--- src/hdl/wavpcm_pkg.sv ---
// Shared types and constants for the sample-to-PCM16 converter.
// No dependencies; used by wavpcm_float_conv and wav_sample_to_pcm16.
`default_nettype none
package wavpcm_pkg;
   localparam int unsigned SampleWidth  = 32;
   localparam int unsigned PcmWidth     = 16;
   localparam int unsigned AddrWidth    = 3;
   localparam int unsigned ProdWidth    = 39;
   localparam int unsigned RoundWidth   = 25;

   // source_format codes
   localparam logic FmtPcm24 = 1'b0;
   localparam logic FmtFloat = 1'b1;

   // register byte address of source_format
   localparam logic [AddrWidth-1:0] AddrSourceFormat = 3'd0;

   // scale factor 32767 and clamp constants (single float fields)
   localparam logic [14:0] ScaleInt    = 15'd32767;
   localparam logic [7:0]  ExpOne      = 8'd127;
   localparam logic [23:0] MantOne     = 24'h800000;
   localparam logic [7:0]  ExpMinUsed  = 8'd112;
   localparam logic [7:0]  ExpBias150  = 8'd150;

   // decoded operand between the clamp and the multiplier
   typedef struct packed {
      logic        valid;
      logic        is_float;
      logic        sign;
      logic        zero;
      logic [7:0]  expo;
      logic [23:0] mant;
      logic [15:0] pcm;
   } dec_type;
endpackage
`default_nettype wire

--- src/hdl/wavpcm_float_conv.sv ---
// Four-stage conversion pipeline: decode and clamp, multiply by 32767,
// round to single precision, truncate and apply sign, or pass 24-bit PCM through. Uses wavpcm_pkg.
`default_nettype none
module wavpcm_float_conv (
   input  wire logic                                clock,
   input  wire logic                                reset,
   input  wire logic                                in_valid,
   input  wire logic                                in_is_float,
   input  wire logic [wavpcm_pkg::SampleWidth-1:0]  in_bits,
   output logic                                     out_valid,
   output logic signed [wavpcm_pkg::PcmWidth-1:0]   out_pcm
);
   // stage 1: decode, clamp
   wavpcm_pkg::dec_type s1_in, s1_ff;
   logic [7:0]  f_exp;
   logic [22:0] f_frac;
   logic        f_nan, f_big;

   always_comb begin
      f_exp  = in_bits[30:23];
      f_frac = in_bits[22:0];
      f_nan  = (f_exp == 8'hFF) && (f_frac != 23'd0);
      f_big  = (f_exp > wavpcm_pkg::ExpOne) ||
               ((f_exp == wavpcm_pkg::ExpOne) && (f_frac != 23'd0));
      s1_in.valid    = in_valid;
      s1_in.is_float = in_is_float;
      s1_in.sign     = in_bits[31];
      s1_in.pcm      = in_bits[23:8];
      s1_in.zero     = f_nan || (!f_big && (f_exp < wavpcm_pkg::ExpMinUsed));
      if (f_big) begin
         s1_in.expo = wavpcm_pkg::ExpOne;
         s1_in.mant = wavpcm_pkg::MantOne;
      end else begin
         s1_in.expo = f_exp;
         s1_in.mant = {1'b1, f_frac};
      end
   end

   // stage 2: product
   logic [wavpcm_pkg::ProdWidth-1:0] prod_in, prod_ff;
   logic v2_ff, flt2_ff, sgn2_ff, zero2_ff;
   logic [7:0]  exp2_ff;
   logic [15:0] pcm2_ff;
   assign prod_in = ProdWidthCast(s1_ff.mant);

   function automatic logic [wavpcm_pkg::ProdWidth-1:0] ProdWidthCast(
         input logic [23:0] m);
      ProdWidthCast = {15'd0, m} * {24'd0, wavpcm_pkg::ScaleInt};
   endfunction

   // stage 3: round to 24 significant bits, nearest-even
   logic [wavpcm_pkg::RoundWidth-1:0] rq_in, rq_ff;
   logic [4:0]  k_in, k_ff;
   logic        lead, guard, sticky, lsb, up;
   logic [23:0] kept;
   logic [7:0]  sh;
   logic v3_ff, flt3_ff, sgn3_ff, zero3_ff;
   logic [15:0] pcm3_ff;

   always_comb begin
      lead = prod_ff[38];
      if (lead) begin
         kept   = prod_ff[38:15];
         guard  = prod_ff[14];
         sticky = |prod_ff[13:0];
      end else begin
         kept   = prod_ff[37:14];
         guard  = prod_ff[13];
         sticky = |prod_ff[12:0];
      end
      lsb   = kept[0];
      up    = guard && (sticky || lsb);
      rq_in = {1'b0, kept} + {24'd0, up};
      sh    = wavpcm_pkg::ExpBias150 - exp2_ff;
      k_in  = 5'(sh - (lead ? 8'd15 : 8'd14));
   end

   // stage 4: truncate toward zero, apply sign, pick format
   logic [15:0] mag;
   logic [15:0] res_in, res_ff;
   logic        v4_ff;
   always_comb begin
      mag = 16'(rq_ff >> k_ff);
      if (!flt3_ff) begin
         res_in = pcm3_ff;
      end else if (zero3_ff) begin
         res_in = 16'd0;
      end else if (sgn3_ff) begin
         res_in = 16'd0 - mag;
      end else begin
         res_in = mag;
      end
   end

   // advance valid bits under reset, payload always
   always_ff @(posedge clock) begin
      if (reset) begin
         s1_ff.valid <= 1'b0;
         v2_ff       <= 1'b0;
         v3_ff       <= 1'b0;
         v4_ff       <= 1'b0;
      end else begin
         s1_ff.valid <= s1_in.valid;
         v2_ff       <= s1_ff.valid;
         v3_ff       <= v2_ff;
         v4_ff       <= v3_ff;
      end
      s1_ff.is_float <= s1_in.is_float;
      s1_ff.sign     <= s1_in.sign;
      s1_ff.zero     <= s1_in.zero;
      s1_ff.expo     <= s1_in.expo;
      s1_ff.mant     <= s1_in.mant;
      s1_ff.pcm      <= s1_in.pcm;
      prod_ff  <= prod_in;
      flt2_ff  <= s1_ff.is_float;
      sgn2_ff  <= s1_ff.sign;
      zero2_ff <= s1_ff.zero;
      exp2_ff  <= s1_ff.expo;
      pcm2_ff  <= s1_ff.pcm;
      rq_ff    <= rq_in;
      k_ff     <= k_in;
      flt3_ff  <= flt2_ff;
      sgn3_ff  <= sgn2_ff;
      zero3_ff <= zero2_ff;
      pcm3_ff  <= pcm2_ff;
      res_ff   <= res_in;
   end

   assign out_valid = v4_ff;
   assign out_pcm   = signed'(res_ff);
endmodule
`default_nettype wire

--- src/hdl/wav_sample_to_pcm16.sv ---
// Top level of the sample-to-PCM16 converter with its register port.
// Depends on wavpcm_pkg and wavpcm_float_conv.
//
// One sample is taken every cycle (busy stays low) and its result comes out
// on rsp_valid for one cycle, after passing through the four register
// stages of the conversion pipeline (clamp, multiply, round, truncate).
// The receiver cannot stall. source_format sits at byte 0.
`default_nettype none
module wav_sample_to_pcm16 (
   input  wire logic                                     clock,
   input  wire logic                                     reset,
   input  wire logic                                     start,
   output logic                                          busy,
   input  wire logic [wavpcm_pkg::SampleWidth-1:0]       req_sample_bits,
   output logic                                          rsp_valid,
   output logic signed [wavpcm_pkg::PcmWidth-1:0]        rsp_pcm_sample,
   input  wire logic                                     psel,
   input  wire logic                                     penable,
   input  wire logic                                     pwrite,
   input  wire logic [wavpcm_pkg::AddrWidth-1:0]         paddr,
   input  wire logic [31:0]                              pwdata,
   output logic [31:0]                                   prdata,
   output logic                                          pready
);
   logic fmt_ff, fmt_in;
   logic hit;

   assign pready = 1'b1;
   assign busy   = 1'b0;
   assign hit    = (paddr[2] == wavpcm_pkg::AddrSourceFormat[2]);

   // write source_format on a completed write beat
   always_comb begin
      fmt_in = fmt_ff;
      if (psel && penable && pwrite && pready && hit) begin
         fmt_in = pwdata[0];
      end
   end

   always_ff @(posedge clock) begin
      if (reset) begin
         fmt_ff <= wavpcm_pkg::FmtPcm24;
      end else begin
         fmt_ff <= fmt_in;
      end
   end

   assign prdata = hit ? {31'd0, fmt_ff} : 32'd0;

   wavpcm_float_conv u_conv (
      .clock       (clock),
      .reset       (reset),
      .in_valid    (start && !busy),
      .in_is_float (fmt_ff == wavpcm_pkg::FmtFloat),
      .in_bits     (req_sample_bits),
      .out_valid   (rsp_valid),
      .out_pcm     (rsp_pcm_sample)
   );
endmodule
`default_nettype wire
--- config.mk ---
export PLATFORM = sky130hd
export DESIGN_NAME = wav_sample_to_pcm16
export DESIGN_NICKNAME = d
export VERILOG_FILES = /design/src/hdl/wavpcm_pkg.sv /design/src/hdl/wavpcm_float_conv.sv /design/src/hdl/wav_sample_to_pcm16.sv
export SDC_FILE = /design/constraint.sdc
export NUM_CORES = 1
export LEC_CHECK = 0
export BUFFER_PORTS_ARGS = -buffer_cell sky130_fd_sc_hd__buf_2
export CORE_MARGIN = 1
export CORE_UTILIZATION = 42
export DETAILED_ROUTE_END_ITERATION = 10
export PLACE_DENSITY_LB_ADDON = 0.12
export SYNTH_ARGS = -nofsm -noshare
export SYNTH_HDL_FRONTEND = slang
export SYNTH_HIERARCHICAL = 1
export SYNTH_SLANG_ARGS = --single-unit
export TNS_END_PERCENT = 50
--- constraint.sdc ---
create_clock -name clock -period 6.2 [get_ports clock]
set_clock_uncertainty 0.2 [all_clocks]
set_input_delay 1.24 -clock clock [delete_from_list [all_inputs] [get_ports clock]]
set_output_delay 1.24 -clock clock [all_outputs]
set_load 0.01 [all_outputs]
Yosys cells after proc, flatten, opt, wreduce, memory -nomap -nowiden
Index checks and enable logic that the tools add are counted.
Cells by class
  magnitude comparators: 2
  mux-type cells: 8
  equal/unequal tests: 2
  reductions and logical operators: 14
  bitwise gates (word level): 1
  shifts and indexed selects: 1
  add/sub/neg operators: 4
  multipliers: 1
Operators by type and width (number)
  16-bit 2-to-1 mux: 3
  24-bit by 15-bit multiplier with 39-bit output, second input constant: 1
  24-bit by 1-bit adder with 25-bit output: 1
  25-bit by 5-bit >> shifter with 16-bit output: 1
  24-bit 2-to-1 mux: 1
  23-bit nonzero test: 1
  1-bit by 16-bit subtractor with 16-bit output, first input constant: 1
  14-bit OR reduction: 1
  13-bit OR reduction: 1
  8-bit by 7-bit == test with 1-bit output, second input constant: 1
  8-bit == test, second input constant: 1
  8-bit by 7-bit > comparator with 1-bit output, second input constant: 1
  8-bit by 7-bit less-than comparator with 1-bit output, second input constant: 1
  1-bit logical AND: 7
  5-bit subtractor: 1
  5-bit subtractor, first input constant: 1
  1-bit 2-to-1 mux: 4
  1-bit logical OR: 3
  1-bit zero test: 1
  1-bit inverter: 1
Word-level totals
  input port bits: 73
  register bits: 181
  output and inout bits: 51

Longest topological paths before layout
  word-level depth: 6
  depth in mapped cells: 21
  mapped depth without buffers: 21

Cells and area by module
Netlist, hierarchy kept.
By module, submodules not included
  wavpcm_float_conv: cells each 1378, area each 14098.5 um^2, sequential area each 3583.4 um^2, instances 1
  wav_sample_to_pcm16: cells each 41, area each 316.6 um^2, sequential area each 20.0 um^2, instances 1

Worst setup path before layout
OpenSTA, ideal clock, no wires.
  path kind: flip-flop to flip-flop
  start point: reg u_conv/s1_ff[22] (netlist name)
  end point: reg u_conv/prod_ff[34] (netlist name)
  arrival time: 5.934 ns
  path buffers: 0
  cell stages (with the launch flop): 20
  period minus slack after synthesis: 6.198 ns
  slack: 0.002 ns
  cells stage by stage: dfxtp_1 > fa_1 > fa_1 > inv_1 > fa_1 > inv_1 > fa_1 > fa_1 > inv_1 > fa_1 > inv_1 > ha_1 > a211oi_1 > o211ai_1 > a311oi_1 > o211ai_1 > a2111oi_1 > o31ai_1 > a2111oi_0 > nand4b_1
Between the ends
  longest elaborated chain between the ends: 1
Ends and longest elaborated chain
  start, declared: RTL line wavpcm_float_conv.sv:14  | wavpcm_pkg::dec_type s1_in, s1_ff;
  24-bit by 15-bit multiplier with 39-bit output: RTL line wavpcm_float_conv.sv:48  | ProdWidthCast = {15'd0, m} * {24'd0, wavpcm_pkg::ScaleInt};
  via u_conv.prod_in (one bit): RTL line wavpcm_float_conv.sv:40  | logic [wavpcm_pkg::ProdWidth-1:0] prod_in, prod_ff;
  end signal, assigned: RTL line wavpcm_float_conv.sv:114  | prod_ff <= prod_in;
  end, declared: RTL line wavpcm_float_conv.sv:40
The timed path passes the listed nets, and every way through them passes these cells.
A chain may end at the register's enable or synchronous reset.

Worst setup path in the final report
  start point: reg u_conv/s1_ff[24] (netlist name)
  end point: reg u_conv/prod_ff[38] (netlist name)
Same word-level chain as after synthesis.

==> qor.yml <==
area_growth_pct: 19.5
cts_made_buffers: 17
clkTransAtPathRegs_ns: 0.08
grt.overflow.total: 0
criticalPathCategory: "reg -> reg"
ys_seq_elements: 180
drive_above_1_share: 0.253
rsz0062_at_grt: "yes"
antenna_found_initial: 0
drt_first_pass_iters: 5
synth_top_cell_area_share: 0.250
finalHoldViolCount: 0
vias_per_cell: 4.86
grt_pass1_wl_mm: 56.6
cts_tree: "built"
initial_utilization: 0.429
die_y_um: 187
yosysWarnings: 6
synth.avg_cell_area_um2: 10.2
synthArstFlopShare: 0
wl_per_cell_um: 16.6
status: "finished, violations left"
synthFlopType: "dfxtp_1"
slew_headroom: 0.271
synthDistinctLibCells: 83
drv_slew: 0
maxCapViolations: 0
gp_congestion: 0.912
synthCells: 1419
finalNetCount: 1956
grt_pass1_vias: 10700
cp_max_fo: 4
cts_buffer_depth: 2
layout_setup_ws_ns: -0.0140
ios: 124
setup_violations: 2
synth_edf_count: 0
vias: 10100
violations: "setup timing"
dp_hpwl_mm: 28.8
fp.dieW_um: 187
synth_area_um2: 14400
grt.total_usage: 0.208
drt_iter0_markers: 561
core_region_area_um2: 33600
yosysTopAreaCell: "dfxtp_1"
routed_wl_mm: 34.6
dieArea_um2: 35100
ys_seq_area_frac: 0.250
io_buffers: 57
drc_errors: 0
clockRootBuffer: "clkbuf_16"
clk_latency_ns: 0.44
cp-end-kind: "flip-flop"
cp.required_ns: 6.32
post-route-min-period_ns: 6.21
fmax_mhz: 161
ys_top_cells_by_area: "dfxtp_1 25%, fa_1 24%, ha_1 8.2%"
cp.arrival_ns: 6.34
antenna_left: 0
grt_max_degree: 47
cts.htree.levels: 4
clock_sinks: 180
antenna_cells: 0
tightest_slew_ns: 1.08
worstHoldPathType: "reg -> reg"
critPathLaunchType: "flip-flop"
final.period_utilization: 1.00
rows: 67
timing.hold.ws_ns: 0.124
logic make-up (layout without fill, tap and decap cells):
logic type | count (synthesis) | in the layout | share of synthesized area
AOI/OAI and AO/OA | 209 | 209 | 0.103
xor gates and xnor gates | 82 | 82 | 0.0498
adders and majority gates | 266 | 266 | 0.320
buffers and inverters | 338 | 518 | 0.103
DFF | 180 | 180 | 0.250
muxes | 73 | 73 | 0.0723
other | 2 | 33 | 0.000521
and+or+nand+nor | 269 | 269 | 0.101
cell type report:
cell class | count | area (um^2)
fill | 3078 | 16400
multi-input combinational | 932 | 9830
sequential | 180 | 3650
timing repair buffer | 224 | 1570
inverter | 262 | 986
tap | 448 | 561
clock buffer | 17 | 425
clock inverter | 15 | 216
worst paths after layout:
kind / start / to / slack [ns] / depth (start not counted)
max: u_conv/s1_ff[24]$_SDFF_PN0_ / u_conv/prod_ff[38]$_DFF_P_ / -0.01 / 22
min: u_conv/s1_ff[15]$_DFF_P_ / u_conv/pcm2_ff[15]$_DFF_P_ / 0.12 / 0
max reg2reg: u_conv/s1_ff[24]$_SDFF_PN0_ / u_conv/prod_ff[38]$_DFF_P_ / -0.01 / 22
min reg2reg: u_conv/s1_ff[15]$_DFF_P_ / u_conv/pcm2_ff[15]$_DFF_P_ / 0.12 / 0
worst max-delay path, stage by stage (launching register included):
cell and delay (ns):
dfxtp_4 0.37, buf_4 0.13, fa_1 0.54, inv_2 0.05
fa_1 0.49, inv_2 0.06, fa_1 0.51, fa_1 0.51
inv_1 0.05, fa_1 0.46, fa_1 0.49, inv_1 0.07
ha_4 0.26, buf_4 0.15, nand2_4 0.07, nand2_2 0.05
a311oi_2 0.30, o211ai_1 0.22, a2111oi_2 0.39, buf_4 0.19
o31ai_4 0.07, a41oi_1 0.26, xnor2_1 0.20
layer usage:
layer	vias up	wire, um	track usage
met5	-	0	0
met1	4945	17300	0.295
met3	24	1090	0.0321
met4	0	419	0.0445
met2	145	15800	0.334
li1	4986	-	-
stage by stage:
step | util | setup WS [ns] | TNS, ns | area, um^2 | std cells
after floorplan | - | 0.00152 | 0 | 14500 | 1450
after global placement | 0.477 | -0.502 | -2.78 | 16000 | 2033
after detailed placement | 0.477 | -0.514 | -2.89 | 16000 | 2033
after CTS | 0.507 | -0.0881 | -0.176 | 17100 | 2069
after global routing | 0.513 | -0.307 | -1.71 | 17200 | 2078
final | 0.513 | -0.0140 | -0.0214 | 17200 | 2078
sequential cells by signal (all words and copies together), names as in the netlist, 5 cells and up:
| register | count |
|---|---|
| u_conv/s1_ff | 48 |
| u_conv/prod_ff | 39 |
| u_conv/rq_ff | 25 |
| u_conv/out_pcm | 16 |
| u_conv/pcm2_ff | 16 |
| u_conv/pcm3_ff | 16 |
| u_conv/exp2_ff | 5 |
| u_conv/k_ff | 5 |
cell usage in the layout (no fill, tap or decap), types with 19 or more instances in the layout:
cell	synthesis	routed
xor2_1	33	33
and2_1	31	31
mux4_2	20	20
fa_1	172	159
mux2_2	19	19
buf_2	10	57
nor2b_1	21	21
nor2_1	38	38
conb_1	2	33
o21ai_0	36	32
mux2i_1	31	31
inv_1	261	238
xnor2_1	49	48
buf_4	34	159
dfxtp_1	180	162
a21oi_1	44	37
ha_1	94	80
nand2_1	71	67
inv_2	1	23
timing repair:
item	CTS	global route
hold buffers	0	0
setup endpoints to repair	11	9
pin swaps	77	39
setup buffers	4	9
gates resized for setup	94	32
cells in the mapped netlist, types with 6 or more instances:
| master | instances |
|---|---|
| xnor2_1 | 49 |
| fa_1 | 172 |
| mux2i_1 | 31 |
| xor2_1 | 33 |
| or2_2 | 6 |
| and3_1 | 8 |
| clkbuf_1 | 20 |
| nor2b_1 | 21 |
| buf_2 | 10 |
| o21ai_0 | 36 |
| mux4_2 | 20 |
| nand2_1 | 71 |
| nand3_1 | 19 |
| a21oi_1 | 44 |
| inv_1 | 261 |
| dfxtp_1 | 180 |
| o21bai_1 | 8 |
| nor3_1 | 14 |
| a211oi_1 | 12 |
| o31ai_1 | 10 |
| o21a_1 | 6 |
| o2bb2ai_1 | 12 |
| buf_6 | 7 |
| mux2_2 | 19 |
| and2_1 | 31 |
| nor2_1 | 38 |
| a21o_1 | 18 |
| nor4_1 | 10 |
| ha_1 | 94 |
| nand4_1 | 12 |
| nand2b_1 | 13 |
| buf_4 | 34 |
Power is left out: the tool's default activity adds up to more than one toggle a clock period on the data nets, which glitch-free logic cannot reach.
